==> config.mk <==
export PLATFORM = sky130hd
export DESIGN_NAME = divide_cycle_count
export DESIGN_NICKNAME = d
export VERILOG_FILES = /design/src/rtl/dcc_pkg.sv /design/src/rtl/dcc_prep.sv /design/src/rtl/dcc_stage.sv /design/src/rtl/dcc_out.sv /design/src/rtl/divide_cycle_count.sv
export SDC_FILE = /design/constraint.sdc
export NUM_CORES = 2
export LEC_CHECK = 0
export BUFFER_PORTS_ARGS = -buffer_cell sky130_fd_sc_hd__buf_2
export CAP_MARGIN = 0
export CORE_MARGIN = 2
export CORE_UTILIZATION = 35
export DETAILED_ROUTE_END_ITERATION = 8
export PLACE_DENSITY_LB_ADDON = 0.08
export SLEW_MARGIN = 30
export SYNTH_ARGS = -nofsm -noshare
export SYNTH_HDL_FRONTEND = slang
export SYNTH_HIERARCHICAL = 1
export SYNTH_SLANG_ARGS = --single-unit
export TNS_END_PERCENT = 50
==> constraint.sdc <==
create_clock -name clk -period 23.6 [get_ports clk]
set_clock_uncertainty 0.2 [all_clocks]
set_input_delay 1.18 -clock clk [delete_from_list [all_inputs] [get_ports clk]]
set_output_delay 1.18 -clock clk [all_outputs]
set_load 0.02 [all_outputs]
==> src/rtl/dcc_pkg.sv <==
package dcc_pkg;

    localparam int STEP_TOTAL   = 31;   // quotient bits 31..1
    localparam int UNS_STEPS    = 15;
    localparam int QLOW_STEP    = 16;   // first step that yields quotient bit 15
    localparam int STEP_IDX_W   = 5;

    localparam logic [7:0] UNS_BASE     = 8'(36 << 1);
    localparam logic [7:0] SGN_BASE     = 8'd53;
    localparam logic [7:0] SGN_NEG_OFS  = 8'd7;
    localparam logic [7:0] SGN_POS_OFS  = 8'd6;
    localparam logic [7:0] UNS_SUB_ADD  = 8'd2;
    localparam logic [7:0] UNS_FAIL_ADD = 8'd4;

    typedef logic [STEP_IDX_W-1:0] step_idx_t;

    // In unsigned mode work is the working dividend; in signed mode work
    // shifts the dividend magnitude out while rem holds the remainder.
    typedef struct packed {
        logic        kind;
        logic        dz;
        logic [15:0] rem;
        logic [31:0] work;
        logic [15:0] dvs;
        logic [7:0]  count;
    } dcc_data_t;

    function automatic dcc_data_t dcc_step(dcc_data_t d, step_idx_t idx);
        dcc_data_t   r;
        logic [31:0] sh;
        logic [16:0] t;
        logic [16:0] diff;
        r = d;
        if (!d.kind) begin
            if (32'(idx) < UNS_STEPS) begin
                sh = d.work << 1;
                if (d.work[31]) begin
                    r.work = {sh[31:16] - d.dvs, sh[15:0]};
                end
                else if (sh[31:16] >= d.dvs) begin
                    r.work  = {sh[31:16] - d.dvs, sh[15:0]};
                    r.count = d.count + UNS_SUB_ADD;
                end
                else begin
                    r.work  = sh;
                    r.count = d.count + UNS_FAIL_ADD;
                end
            end
        end
        else begin
            t      = {d.rem, d.work[31]};
            diff   = t - {1'b0, d.dvs};
            r.work = d.work << 1;
            if (t >= {1'b0, d.dvs}) begin
                r.rem = diff[15:0];
            end
            else begin
                r.rem = t[15:0];
                if (32'(idx) >= QLOW_STEP) begin
                    r.count = d.count + 8'd1;
                end
            end
        end
        return r;
    endfunction

endpackage

==> src/rtl/dcc_prep.sv <==
module dcc_prep (
    input  logic              clk,
    input  logic              rst_n,
    input  logic              in_valid,
    output logic              in_ready,
    input  logic              kind,
    input  logic [31:0]       dividend,
    input  logic [15:0]       divisor,
    output logic              out_valid,
    input  logic              out_ready,
    output dcc_pkg::dcc_data_t out_data
);
    import dcc_pkg::*;

    logic      valid_reg;
    dcc_data_t data_reg;
    dcc_data_t data_next;
    logic      dvd_neg;
    logic      dvs_neg;
    logic [7:0] sbase;

    assign dvd_neg = dividend[31];
    assign dvs_neg = divisor[15];

    always_comb
    begin
        sbase = (dvd_neg ? SGN_NEG_OFS : SGN_POS_OFS) + SGN_BASE;
        if (!dvs_neg) begin
            sbase = dvd_neg ? sbase + 8'd1 : sbase - 8'd1;
        end
        data_next.kind = kind;
        data_next.rem  = '0;
        if (!kind) begin
            data_next.dz    = 1'b0;
            data_next.work  = dividend;
            data_next.dvs   = divisor;
            data_next.count = UNS_BASE;
        end
        else begin
            data_next.dz    = (divisor == 16'd0);
            data_next.work  = dvd_neg ? 32'd0 - dividend : dividend;
            data_next.dvs   = dvs_neg ? 16'd0 - divisor : divisor;
            data_next.count = sbase;
        end
    end

    assign in_ready  = !valid_reg || out_ready;
    assign out_valid = valid_reg;
    assign out_data  = data_reg;

    always_ff @(posedge clk or negedge rst_n)
    begin
        if (!rst_n) begin
            valid_reg <= 1'b0;
        end
        else if (in_ready) begin
            valid_reg <= in_valid;
        end
    end

    always_ff @(posedge clk)
    begin
        if (in_ready && in_valid) begin
            data_reg <= data_next;
        end
    end

endmodule

==> src/rtl/dcc_stage.sv <==
module dcc_stage #(
    parameter int FIRST_STEP = 0,
    parameter int STEPS      = 4
) (
    input  logic               clk,
    input  logic               rst_n,
    input  logic               in_valid,
    output logic               in_ready,
    input  dcc_pkg::dcc_data_t in_data,
    output logic               out_valid,
    input  logic               out_ready,
    output dcc_pkg::dcc_data_t out_data
);
    import dcc_pkg::*;

    logic      valid_reg;
    dcc_data_t data_reg;
    dcc_data_t data_next;

    // steps past the last quotient bit pass the beat through unchanged
    always_comb
    begin
        data_next = in_data;
        for (int k = 0; k < STEPS; k++) begin
            if (FIRST_STEP + k < STEP_TOTAL) begin
                data_next = dcc_step(data_next, step_idx_t'(FIRST_STEP + k));
            end
        end
    end

    assign in_ready  = !valid_reg || out_ready;
    assign out_valid = valid_reg;
    assign out_data  = data_reg;

    always_ff @(posedge clk or negedge rst_n)
    begin
        if (!rst_n) begin
            valid_reg <= 1'b0;
        end
        else if (in_ready) begin
            valid_reg <= in_valid;
        end
    end

    always_ff @(posedge clk)
    begin
        if (in_ready && in_valid) begin
            data_reg <= data_next;
        end
    end

endmodule

==> src/rtl/dcc_out.sv <==
module dcc_out (
    input  logic               clk,
    input  logic               rst_n,
    input  logic               in_valid,
    output logic               in_ready,
    input  dcc_pkg::dcc_data_t in_data,
    output logic               out_valid,
    input  logic               out_ready,
    output logic [7:0]         cycles,
    output logic               divide_by_zero
);
    import dcc_pkg::*;

    logic       valid_reg;
    logic [7:0] cycles_reg;
    logic [7:0] cycles_next;
    logic       dz_reg;

    always_comb
    begin
        if (!in_data.kind) begin
            cycles_next = in_data.count;
        end
        else if (in_data.dz) begin
            cycles_next = 8'd0;
        end
        else begin
            cycles_next = in_data.count << 1;
        end
    end

    assign in_ready       = !valid_reg || out_ready;
    assign out_valid      = valid_reg;
    assign cycles         = cycles_reg;
    assign divide_by_zero = dz_reg;

    always_ff @(posedge clk or negedge rst_n)
    begin
        if (!rst_n) begin
            valid_reg <= 1'b0;
        end
        else if (in_ready) begin
            valid_reg <= in_valid;
        end
    end

    always_ff @(posedge clk)
    begin
        if (in_ready && in_valid) begin
            cycles_reg <= cycles_next;
            dz_reg     <= in_data.dz;
        end
    end

endmodule

==> src/rtl/divide_cycle_count.sv <==
// A beat passes through the prep register, the step stages and the output register in that order.
// Throughput: one beat per cycle while out_ready allows; each stage holds one beat and fills when the next drains.
// Depth is set by the 31 restoring-divide steps, STEPS_PER_STAGE of them per register stage.
// Reset (rst_n, async, active low) clears every stage valid bit; payload is not reset.
module divide_cycle_count #(
    parameter int STEPS_PER_STAGE = 4
) (
    input  logic        clk,
    input  logic        rst_n,
    input  logic        in_valid,
    output logic        in_ready,
    input  logic        kind,
    input  logic [31:0] dividend,
    input  logic [15:0] divisor,
    output logic        out_valid,
    input  logic        out_ready,
    output logic [7:0]  cycles,
    output logic        divide_by_zero
);
    import dcc_pkg::*;

    localparam int NSTAGE = (STEP_TOTAL + STEPS_PER_STAGE - 1) / STEPS_PER_STAGE;

    dcc_data_t pipe_data  [NSTAGE+1];
    logic      pipe_valid [NSTAGE+1];
    logic      pipe_ready [NSTAGE+1];

    dcc_prep u_prep (
        .clk       (clk),
        .rst_n     (rst_n),
        .in_valid  (in_valid),
        .in_ready  (in_ready),
        .kind      (kind),
        .dividend  (dividend),
        .divisor   (divisor),
        .out_valid (pipe_valid[0]),
        .out_ready (pipe_ready[0]),
        .out_data  (pipe_data[0])
    );

    for (genvar i = 0; i < NSTAGE; i++) begin : g_stage
        dcc_stage #(
            .FIRST_STEP (i * STEPS_PER_STAGE),
            .STEPS      (STEPS_PER_STAGE)
        ) u_stage (
            .clk       (clk),
            .rst_n     (rst_n),
            .in_valid  (pipe_valid[i]),
            .in_ready  (pipe_ready[i]),
            .in_data   (pipe_data[i]),
            .out_valid (pipe_valid[i+1]),
            .out_ready (pipe_ready[i+1]),
            .out_data  (pipe_data[i+1])
        );
    end

    dcc_out u_out (
        .clk            (clk),
        .rst_n          (rst_n),
        .in_valid       (pipe_valid[NSTAGE]),
        .in_ready       (pipe_ready[NSTAGE]),
        .in_data        (pipe_data[NSTAGE]),
        .out_valid      (out_valid),
        .out_ready      (out_ready),
        .cycles         (cycles),
        .divide_by_zero (divide_by_zero)
    );

endmodule

; Yosys cells after proc, flatten, opt, wreduce, memory -nomap -nowiden
; Cells that the tools add are included.
[totals]
in_bits = 53
wordCells = 432
regBits = 605
output_inout_bits = 11
[classes]
order_cmp = 46
muxes = 188
n_addsub = 95
reduce_logical = 34
[op_table]
columns = operator, n
row1 = $mux W32, 46
row2 = $mux W16, 46
row3 = $mux W48, 15
row4 = $sub A16 B16 Y16, 44
row5 = $mux W8, 79
row6 = $ge A17 B16 Y1, 30
row7 = $ge A16 B16 Y1, 15
row8 = $add A8 B1 Y8 const B, 16
row9 = $add A8 B2 Y8 const B, 15
row10 = $add A8 B3 Y8 const B, 15
row11 = $mux W56, 1
row12 = $sub A1 B32 Y32 const A, 1
row13 = $ge A1 B16 Y1, 1
row14 = $logic_not A16 Y1, 1
row15 = $sub A1 B16 Y16, 1
row16 = $sub A1 B16 Y16 const A, 1
row17 = $logic_and A1 B1 Y1, 10
row18 = $logic_not A1 Y1, 10
row19 = $logic_or A1 B1 Y1, 10
row20 = $add A8 B6 Y8 const B, 1
row21 = $sub A8 B1 Y8 const B, 1
row22 = $reduce_or A2 Y1, 3
row23 = $mux W1, 1

; Depth between registers and ports, before layout
[depth]
word_depth = 16
ltp_mapped = 55
ltp_nobuf = 52

; Modules after synthesis
; The synthesis kept the hierarchy.
[modules_own_cells]
columns = mod, area_per_inst_um2, cells_each, seq_area_each_um2, n_inst
row1 = dcc_stage at g_stage[4].u_stage ..., 7841.3, 889, 2247.2, 2
row2 = dcc_stage at g_stage[1].u_stage, 11429.7, 1423, 2127.0, 1
row3 = dcc_stage at g_stage[0].u_stage, 11355.9, 1394, 2127.0, 1
row4 = dcc_stage at g_stage[2].u_stage, 11269.6, 1410, 2127.0, 1
row5 = dcc_stage at g_stage[3].u_stage, 10227.3, 1235, 2157.1, 1
row6 = dcc_stage at g_stage[6].u_stage, 8055.2, 913, 2247.2, 1
row7 = dcc_stage at g_stage[7].u_stage, 6591.3, 707, 2247.2, 1
row8 = dcc_prep, 2924.1, 242, 1676.6, 1
row9 = dcc_out, 409.1, 26, 295.3, 1

; Worst setup path after synthesis
; OpenSTA, ideal clock, no wires.
[synth_path]
kind = flip-flop to flip-flop
from = register g_stage[1].u_stage.data_reg (netlist bit g_stage[1].u_stage/out_data[9])
to = register g_stage[2].u_stage.data_reg (netlist bit g_stage[2].u_stage/out_data[57]), data pin
n_path_buf = 3
period_less_slack_ns = 11.273
arrival_time_ns = 10.803
required_time_ns = 23.130
path_stages_with_launch = 55
setup_slack_ns = 12.327
setup_ns = 0.270
cell_sequence = edfxtp_1 inv_1 ha_1 nor2b_1 o21ai_1 a21oi_1 o21ai_0 a211oi_1 nor2_1 clkbuf_1 o21ai_0 a21oi_1 inv_1 ha_1 nor2b_1 o21a_1 o21ai_0 a211oi_1 [... 19 more ...] mux2i_1 a21oi_1 inv_1 ha_1 nor2b_1 o21ai_0 a21oi_1 o21ai_0 a21boi_0 o21ai_0 a21boi_0 o31a_1 o21ai_0 a21boi_0 a311oi_2 buf_2 a21o_1 o221ai_1
[synth_lines]
columns = item, line_no
row1 = "start, declared", dcc_stage.sv:17  ; dcc_data_t data_reg;
row2 = "start signal, assigned", dcc_stage.sv:48  ; data_reg <= data_next;
row3 = "end signal, assigned", dcc_stage.sv:48
row4 = "end, declared", dcc_stage.sv:17

==> out/results.ini <==
[status]
status=finished clean

[die]
die_w_um=454
initial_core_util=0.351
core_sq_um=202000
die_area_sq_um=206000
io_pins=64
row_count=165
fp.dieH_um=454

[min_path]
hold_path_class=in -> async

[layout]
synthToLayoutAreaGrowth_pct=7.84
final_layout_size_suffix_gt1_frac=0.0790
fin_nets=9567
largest_register_ffs=409
fin_cells=11411

[place]
place_ws_ns=10.06
port_buffers=63
gp_congestion=0.956
place_hpwl_um=222000
place_inst=11284

[clocking]
tritoncts=yes
cts-resized-gates=0
numCtsBuffers=68
clkLatencyLatePin_ns=0.73
cts_hold_buf=0
cts_root_buf=clkbuf_16
h-tree-depth=3
clock-sinks=482
path_clk_slew_ns=0.06
clk_path_buf_depth=3
post_cts_buffers=0

[detailed_routing]
drt-pass1-iter-count=5
routed_wl_um=274000
post-route-drc-count=0
antenna_left=0
drtIter0Drc=5659
detail_route.wl_per_cell_um=24.0
via_per_inst=5.90
num_vias=67350

[sta]
slew_headroom=0.320
fmax_ghz=0.0729
fin_crit_sh=0.581
rsz0062_at_grt=false
setup_viol=0
worst_pin_slew_ns=1.01
tns_ns=0
finalHoldViolations=0
min_period_ns=13.71
slew_viol_final=0
finalWorstSetupSlack_ns=9.89

[yosys]
yosys_warnings=6
syn_inst=8712
synth.cell_area_sq_um=70800
syn_avg_cell_area_sq_um=8.13

[global_routing]
antenna_found_initial=20
grt.total_usage=0.258
grt_max_degree=88
grt_pass1_wl_um=409000
grt.overflow.total=0
grt_pass1_vias=64202

[flow_run]
drv_cap=0

[critical_path]
critPathKind=reg -> reg
worstSetupStartpointType=register
path_max_fanout=18
critPathRequiredTime_ns=23.86
cp_slowest_cell=edfxtp_1
timing.critical_path.buf_inv=3
cp.arrival_ns=13.97
crit_path_end_kind=register
critPathMaxStageDelay_ns=0.72
cp_common_cell=o21ai_0
cp_top_family=compound AO/OA/AOI/OAI gates

-- layer usage --
metal  global-route usage  vias to the layer above  wire length (um)
met5                    0                        -                12
met4               0.0616                        2              6550
met3               0.0206                      294             12300
met2                0.433                     1727            128000
met1                0.358                    32687            127000
li1                     -                    32640                 -
-- cells in the final DEF, fill, tap and decap left out, types with 33 or more instances in the layout --
master	instances
o21ai_0	470
o21ai_1	38
and2_1	51
nand2_1	723
nor2b_1	153
nor3_1	210
mux2i_1	166
a211o_1	46
or3_1	68
clkbuf_16	68
mux2_2	124
nor2_1	774
a21oi_1	823
a21o_1	255
buf_4	96
nand3_1	206
xor2_1	240
nand4_1	125
edfxtp_1	472
o21bai_1	62
a21boi_0	55
ha_1	787
fa_1	45
inv_1	451
a311oi_1	33
nor4_1	44
xnor2_1	417
and3_1	75
buf_2	63
o211ai_1	92
o21a_1	138
a211oi_1	122
or2_2	42
o31ai_1	65
o31a_1	36
nand2b_1	144
a31oi_1	134
-- per-stage QoR --
stage	utilization	hold slack (ns)	instance area (sq um)
after floorplan	-	0.200	70900
after global placement	0.367	0.205	74000
after detailed placement	0.367	0.205	74000
after CTS	0.379	0.113	76400
after global routing	0.379	0.146	76400
final	0.379	0.167	76400
-- layout make-up --
class | instances | area, sq um
multi-input cells | 7514 | 53500
repair buffers | 159 | 1040
flip-flops and latches | 482 | 14400
clock inverters | 45 | 599
clock buffers | 78 | 1750
well taps | 2672 | 3340
inverters | 457 | 1720
fillers | 20876 | 125000
diodes | 4 | 10.0
-- path summary, 6_finish.rpt --
kind                                                   end  slack (ns)                       startpoint  depth (start not counted)
setup / recovery           g_stage[0].u_stage/out_data[56]        9.89               u_prep/out_data[9]                         48
hold / removal                            u_prep/out_valid        0.17                            rst_n                          1
setup reg to reg           g_stage[0].u_stage/out_data[56]        9.89               u_prep/out_data[9]                         48
hold reg to reg            g_stage[7].u_stage/out_data[72]        0.22  g_stage[6].u_stage/out_data[72]                          0
max in group asynchronous                  u_out/out_valid       22.79                            rst_n                          1
min in group clk           g_stage[7].u_stage/out_data[72]        0.22  g_stage[6].u_stage/out_data[72]                          0
Power is left out: the tool's default activity adds up to more than one toggle a clock period on the data nets, which glitch-free logic cannot reach.
